==> config.mk <==
export PLATFORM = sky130hd
export DESIGN_NAME = gyro_heading_integrator
export DESIGN_NICKNAME = d
export VERILOG_FILES = /design/src/hw/rtl/ghi_pkg.sv /design/src/hw/rtl/gyro_heading_integrator.sv /design/src/hw/rtl/ghi_rate.sv /design/src/hw/rtl/ghi_wrap.sv
export SDC_FILE = /design/constraint.sdc
export NUM_CORES = 1
export LEC_CHECK = 0
export BUFFER_PORTS_ARGS = -buffer_cell sky130_fd_sc_hd__buf_2
export CAP_MARGIN = 40
export CORE_MARGIN = 3
export CORE_UTILIZATION = 60
export DETAILED_ROUTE_END_ITERATION = 8
export PLACE_DENSITY = 0.78
export SETUP_SLACK_MARGIN = 0.4
export SLEW_MARGIN = 25
export SYNTH_ARGS = -nofsm -noshare
export SYNTH_HDL_FRONTEND = slang
export SYNTH_SLANG_ARGS = --single-unit
==> constraint.sdc <==
create_clock -name clk_i -period 16.3 [get_ports clk_i]
set_input_delay 3.26 -clock clk_i [delete_from_list [all_inputs] [get_ports clk_i]]
set_output_delay 3.26 -clock clk_i [all_outputs]
set_load 0.01 [all_outputs]
==> src/hw/rtl/ghi_pkg.sv <==
package ghi_pkg;

  // Calibration set size and the fixed point scale of the zero-rate offset.
  localparam int CAL_SAMPLES   = 16;
  localparam int OFFSET_SCALE  = 16;
  localparam int OFFSET_SHIFT  = $clog2(OFFSET_SCALE);

  // Field and register widths.
  localparam int GYRO_W = 16;
  localparam int TIME_W = 32;
  localparam int HEAD_W = 27;
  localparam int DB_W   = 20;
  localparam int STEP_W = 8;
  localparam int CFG_W  = 20;

  // Calibration accumulator, sample counter and offset widths.
  localparam int CNT_W = $clog2(CAL_SAMPLES + 1);
  localparam int SUM_W = GYRO_W + $clog2(CAL_SAMPLES) + 1;
  localparam int OFF_W = GYRO_W + OFFSET_SHIFT + 1;

  // Rate in 1/16 LSB, its product with the step, and the unwrapped heading sum.
  localparam int RATE_W = OFF_W + 1;
  localparam int PROD_W = RATE_W + STEP_W + 1;
  localparam int HSUM_W = PROD_W + 1;

  // One full turn in 1/262144 degree.
  localparam int TURN_UNITS = 94371840;

  // Register reset values.
  localparam logic [DB_W-1:0]   DEADBAND_RST = DB_W'(105);
  localparam logic [STEP_W-1:0] MAX_STEP_RST = STEP_W'(200);

  typedef enum logic [1:0] {
    CMD_HEADING = 2'd0,
    CMD_CAL     = 2'd1,
    CMD_RESET   = 2'd2
  } cmd_e;

  typedef enum logic {
    REG_DEADBAND = 1'b0,
    REG_MAX_STEP = 1'b1
  } reg_e;

  // Heading increment terms handed from the rate logic to the wrap logic.
  typedef struct packed {
    logic signed [RATE_W-1:0] rate;
    logic [STEP_W-1:0]        step;
  } incr_t;

endpackage

==> src/hw/rtl/gyro_heading_integrator.sv <==
// An accepted word waits in the input register until the output is free.
// Throughput: one word per cycle while results are taken; the input register and the
// heading state update in the same cycle, so the next word follows directly behind.
// Reset (rst_ni low, asynchronous): heading, last time, calibration sum, count,
// offset and calibrated flag clear; deadband returns to 105 and max step to 200 ms.
module gyro_heading_integrator (
  input  logic                              clk_i,
  input  logic                              rst_ni,
  input  logic                              cfg_valid_i,
  output logic                              cfg_ready_o,
  input  logic                              cfg_index_i,
  input  logic [ghi_pkg::CFG_W-1:0]         cfg_data_i,
  input  logic                              in_valid_i,
  output logic                              in_ready_o,
  input  logic [1:0]                        command_i,
  input  logic signed [ghi_pkg::GYRO_W-1:0] gyro_z_i,
  input  logic [ghi_pkg::TIME_W-1:0]        time_ms_i,
  output logic                              out_valid_o,
  input  logic                              out_ready_i,
  output logic [ghi_pkg::HEAD_W-1:0]        heading_o,
  output logic                              calibrated_o
);
  import ghi_pkg::*;

  logic                     in_valid_q;
  logic [1:0]               cmd_q;
  logic signed [GYRO_W-1:0] gyro_z_q;
  logic [TIME_W-1:0]        time_q;
  logic                     out_valid_q;

  logic [DB_W-1:0]          deadband_q;
  logic [STEP_W-1:0]        max_step_q;

  logic [HEAD_W-1:0]        heading_q;
  logic [TIME_W-1:0]        last_time_q;
  logic signed [SUM_W-1:0]  cal_sum_q;
  logic [CNT_W-1:0]         cal_count_q;
  logic signed [OFF_W-1:0]  zero_offset_q;
  logic                     cal_done_q;

  logic                     advance;
  logic signed [SUM_W-1:0]  cal_sum_d;
  logic signed [OFF_W-1:0]  zero_offset_d;
  logic                     cal_last;
  incr_t                    incr;
  logic [HEAD_W-1:0]        heading_d;

  // The held word is processed once the result slot is free or being emptied.
  assign advance     = in_valid_q && (!out_valid_q || out_ready_i);
  assign in_ready_o  = !in_valid_q || advance;
  assign cfg_ready_o = 1'b1;

  assign out_valid_o  = out_valid_q;
  assign heading_o    = heading_q;
  assign calibrated_o = cal_done_q;

  // Calibration sum and the offset it gives when the set is complete.
  assign cal_sum_d     = cal_sum_q + {{(SUM_W-GYRO_W){gyro_z_q[GYRO_W-1]}}, gyro_z_q};
  assign cal_last      = (cal_count_q == CNT_W'(CAL_SAMPLES - 1));
  assign zero_offset_d = OFF_W'($signed({cal_sum_d, {OFFSET_SHIFT{1'b0}}}) / CAL_SAMPLES);

  ghi_rate u_rate (
    .gyro_z_i      (gyro_z_q),
    .time_ms_i     (time_q),
    .last_time_i   (last_time_q),
    .zero_offset_i (zero_offset_q),
    .deadband_i    (deadband_q),
    .max_step_i    (max_step_q),
    .incr_o        (incr)
  );

  ghi_wrap u_wrap (
    .heading_i (heading_q),
    .incr_i    (incr),
    .heading_o (heading_d)
  );

  // Input register and result handshake.
  always_ff @(posedge clk_i or negedge rst_ni) begin
    if (!rst_ni) begin
      in_valid_q  <= 1'b0;
      out_valid_q <= 1'b0;
    end else begin
      if (in_ready_o) begin
        in_valid_q <= in_valid_i;
      end
      if (advance) begin
        out_valid_q <= 1'b1;
      end else if (out_ready_i) begin
        out_valid_q <= 1'b0;
      end
    end
  end

  // Input payload.
  always_ff @(posedge clk_i) begin
    if (in_valid_i && in_ready_o) begin
      cmd_q    <= command_i;
      gyro_z_q <= gyro_z_i;
      time_q   <= time_ms_i;
    end
  end

  // Configuration registers.
  always_ff @(posedge clk_i or negedge rst_ni) begin
    if (!rst_ni) begin
      deadband_q <= DEADBAND_RST;
      max_step_q <= MAX_STEP_RST;
    end else if (cfg_valid_i) begin
      unique case (reg_e'(cfg_index_i))
        REG_DEADBAND: deadband_q <= cfg_data_i[DB_W-1:0];
        REG_MAX_STEP: max_step_q <= cfg_data_i[STEP_W-1:0];
        default: ;
      endcase
    end
  end

  // Heading and calibration state, updated by the word in the input register.
  always_ff @(posedge clk_i or negedge rst_ni) begin
    if (!rst_ni) begin
      heading_q     <= '0;
      last_time_q   <= '0;
      cal_sum_q     <= '0;
      cal_count_q   <= '0;
      zero_offset_q <= '0;
      cal_done_q    <= 1'b0;
    end else if (advance) begin
      unique case (cmd_q)
        CMD_HEADING: begin
          if (cal_done_q) begin
            heading_q   <= heading_d;
            last_time_q <= time_q;
          end
        end
        CMD_CAL: begin
          if (cal_last) begin
            zero_offset_q <= zero_offset_d;
            cal_done_q    <= 1'b1;
            cal_sum_q     <= '0;
            cal_count_q   <= '0;
            last_time_q   <= time_q;
          end else begin
            cal_sum_q   <= cal_sum_d;
            cal_count_q <= cal_count_q + CNT_W'(1);
          end
        end
        CMD_RESET: begin
          heading_q   <= '0;
          last_time_q <= time_q;
        end
        default: ;
      endcase
    end
  end

endmodule

==> src/hw/rtl/ghi_rate.sv <==
module ghi_rate (
  input  logic signed [ghi_pkg::GYRO_W-1:0] gyro_z_i,
  input  logic [ghi_pkg::TIME_W-1:0]        time_ms_i,
  input  logic [ghi_pkg::TIME_W-1:0]        last_time_i,
  input  logic signed [ghi_pkg::OFF_W-1:0]  zero_offset_i,
  input  logic [ghi_pkg::DB_W-1:0]          deadband_i,
  input  logic [ghi_pkg::STEP_W-1:0]        max_step_i,
  output ghi_pkg::incr_t                    incr_o
);
  import ghi_pkg::*;

  logic signed [RATE_W-1:0] gyro_scaled;
  logic signed [RATE_W-1:0] rate_raw;
  logic [RATE_W-1:0]        rate_mag;
  logic [TIME_W-1:0]        delta;

  // Bias-free rate, negated, in 1/16 LSB.
  assign gyro_scaled = {{(RATE_W-GYRO_W-OFFSET_SHIFT){gyro_z_i[GYRO_W-1]}}, gyro_z_i,
                        {OFFSET_SHIFT{1'b0}}};
  assign rate_raw    = {{(RATE_W-OFF_W){zero_offset_i[OFF_W-1]}}, zero_offset_i} - gyro_scaled;
  assign rate_mag    = rate_raw[RATE_W-1] ? RATE_W'(-rate_raw) : RATE_W'(rate_raw);

  // Time step since the stored timestamp, limited to the configured maximum.
  assign delta = time_ms_i - last_time_i;

  always_comb begin
    if (rate_mag < {{(RATE_W-DB_W){1'b0}}, deadband_i}) begin
      incr_o.rate = '0;
    end else begin
      incr_o.rate = rate_raw;
    end
    if (last_time_i == '0) begin
      incr_o.step = '0;
    end else if (delta > {{(TIME_W-STEP_W){1'b0}}, max_step_i}) begin
      incr_o.step = max_step_i;
    end else begin
      incr_o.step = delta[STEP_W-1:0];
    end
  end

endmodule

==> src/hw/rtl/ghi_wrap.sv <==
module ghi_wrap (
  input  logic [ghi_pkg::HEAD_W-1:0] heading_i,
  input  ghi_pkg::incr_t             incr_i,
  output logic [ghi_pkg::HEAD_W-1:0] heading_o
);
  import ghi_pkg::*;

  localparam int NCAND = 7;
  localparam int KOFF  = 3;

  logic signed [PROD_W-1:0] prod;
  logic signed [HSUM_W-1:0] hsum;
  logic signed [HSUM_W-1:0] cand [NCAND];

  // Heading change for this sample, then the unwrapped sum.
  assign prod = PROD_W'(incr_i.rate * $signed({1'b0, incr_i.step}));
  assign hsum = $signed({{(HSUM_W-HEAD_W){1'b0}}, heading_i})
              + {{(HSUM_W-PROD_W){prod[PROD_W-1]}}, prod};

  // The sum lies within three turns either side, so shift it by every whole
  // number of turns in that span and keep the one that lands inside a turn.
  always_comb begin
    heading_o = '0;
    for (int i = 0; i < NCAND; i++) begin
      cand[i] = hsum - HSUM_W'(TURN_UNITS * (i - KOFF));
      if (!cand[i][HSUM_W-1] && (cand[i] < HSUM_W'(TURN_UNITS))) begin
        heading_o = cand[i][HEAD_W-1:0];
      end
    end
  end

endmodule

==> reports/metrics.cfg <==
[status]
status=finished, final reports clean

[clock_tree]
cts_tree=done
clock_path_buffers=2
h-tree-depth=4
cts_root_buf=clkbuf_16
postCtsHoldBufs=0
clkLatencyLatePin_ps=470
cts_resized=0
post-cts-setup-buffers=0
cts_made_buffers=17
path_clk_slew_ps=80
clock-sinks=187

[timing]
post-route-period-util_pct=81.6
slew_violations=0
setup_tns_ps=0
min_period_ps=13300
finalClockSkew_ps=17.1
rsz0062_at_grt=no
tightest_slew_ps=880
timing.fmax_mhz=75.2
finalHoldViolCount=0
setup_viol=0
slew_headroom_pct=40.9

[yosys]
yosysTopAreaCellShare_pct=16.4
yosys-top-cells-count=inv_1 (311), nand2_1 (204), nor2_1 (195)
synth_area_leader_cell=fa_1
synth-seq-cells=187
synth_top_family_by_area=adder cells
synthMuxAreaShare_pct=2.64
synthFlopType=dfrtp_1
syn_avg_cell_area_um2=8.80
synth_fa_ha_area_share_pct=27.1
synth-compound-area-share_pct=18.1
synth-xor-area-share_pct=3.73
syn_inst=2297
ys_seq_area_share_pct=24.4
post-synth-top-count-cell=inv_1
synthDistinctLibCells=97
async_flop_share_pct=73.3
yosys.area_share.simple_pct=16.2
yosys-top-cells-area=fa_1 (16%), dfrtp_1 (16%), ha_1 (11%)
synth_area_mm2=0.0202
yosys_warnings=0
synth_nets=2712
synth_edf_count=50

[global_routing]
grt_max_degree=83
grtUsageTotal_pct=30.5
grt-ovfl-total=0
antenna_found_initial=0
grt_pass1_wl_um=88500
first_global_vias=17341

[setup_path]
regToRegEndpoint=heading_o[3]
reg2reg_depth=49
crit_fanout=23
critPathRequiredTime_ps=16650
arrival_ps=13650
cpPeakStageDelay_ps=630
slowest_stage=a2111oi_0
r2r_setup_slack_ps=3000
reg2reg_from=time_q[0]
path_common_cell=inv_1
crit_path_start_kind=flop
crit_path_end_kind=flop
path_class=flop to flop

[die]
die_y_um=190
die_area_mm2=0.0359
initial_core_util_pct=61.5
coreArea_mm2=0.0329
row_count=66
io_pins=107
die_x_um=190

[cells_and_area]
nets=2774
num-fill-cells=2718
syn_to_final_growth_pct=8.11
antenna_cells=0
drive_gt1_share_pct=11.2

[route]
drt_iter0_markers=1635
postRouteAntennaNets=0
first_pass_iters=6
wl_um=53400
wl_per_cell_um=19.0
vias=17332
drc=0
vias_per_cell=6.16

[job]
cap_violations=0

[placement]
place_hpwl_um=41500
port_buffers=105
gp_congestion=0.972

[worst_hold_path]
min_path_cells=1
min_to=cal_count_q[3]
hp-class=flop to flop
worstHoldStart=cal_count_q[3]

==> cell families (layout without fill, tap and decap cells) <==
kind of cell / Yosys count / after routing
adder cells (fa/ha/maj): 339 / 339
XOR/XNOR: 86 / 86
AO/OA/AOI/OAI: 538 / 538
AND/OR/NAND/NOR: 692 / 692
other: 1 / 1
flip-flops: 187 / 187
buffers and inverters: 405 / 480
multiplexers: 49 / 49
==> flip-flops by register name (all words and copies together), names as in the netlist <==
| signal | flops |
|---|---|
| cal_sum_q | 21 |
| zero_offset_q | 21 |
| in_valid_q | 1 |
| last_time_q | 32 |
| heading_o | 27 |
| cmd_q | 2 |
| deadband_q | 20 |
| calibrated_o | 1 |
| cal_count_q | 5 |
| out_valid_o | 1 |
| max_step_q | 8 |
| time_q | 32 |
| gyro_z_q | 16 |
==> worst max-delay path, delay by kind of cell, from the launching register on <==
kind            cells  cell delay [ps]
xor+xnor            1              180
compound gates     20             5470
simple gates        6             1340
fa+ha+maj          10             4050
flops               1              390
mux                 1              230
buf+inv            11             1460
==> layout make-up <==
type	instances	area, um^2	area share [%]
well taps	442	553	2.53
inverters	312	1170	5.36
multi-input cells	1705	13800	62.9
clock inverters	14	170	0.778
flip-flops and latches	187	4940	22.6
repair buffers	136	825	3.77
clock buffers	18	450	2.06
==> layout by cell type, fill, tap and decap left out, drive strengths merged, types with 31 or more instances in the layout <==
cell,count
ha,173
edfxtp,50
nand3,72
nor2,195
xnor2,60
fa,166
nand2,206
o21ai,131
mux2,35
buf,135
inv,320
a21oi,126
dfrtp,130
nor3,37
a22o,38
a21o,31
==> per-layer routing <==
layer,global-route usage (%),routed length (um)
met4,10.0,1520
met3,4.75,3400
met1,41.2,22600
met5,0,0
met2,50.6,25900
==> stage by stage <==
stage | std cells | area, um^2 | hold WS [ps] | worst slack [ps] | utilization (%)
after floorplan | 2297 | 20200 | 453 | 4510 | -
final | 2814 | 21900 | 488 | 3000 | 66.5
after CTS | 2808 | 21800 | 492 | 2980 | 66.3
after global routing | 2814 | 21900 | 514 | 2260 | 66.5
after global placement | 2771 | 21100 | 465 | 2980 | 64.2
after detailed placement | 2776 | 21200 | 477 | 3050 | 64.4
==> worst max path at each step <==
stage | start | end | cells after the start
after global routing | time_q[0] | heading_o[3] | 49
after floorplan | gyro_z_q[1] | heading_o[0] | 56
final | time_q[0] | heading_o[3] | 49
after CTS | gyro_z_q[1] | heading_o[3] | 49
after global placement | zero_offset_q[4] | heading_o[3] | 47
after detailed placement | gyro_z_q[1] | heading_o[3] | 50
Power is left out: the tool's default activity adds up to more than one toggle a clock period on the data nets, which glitch-free logic cannot reach.
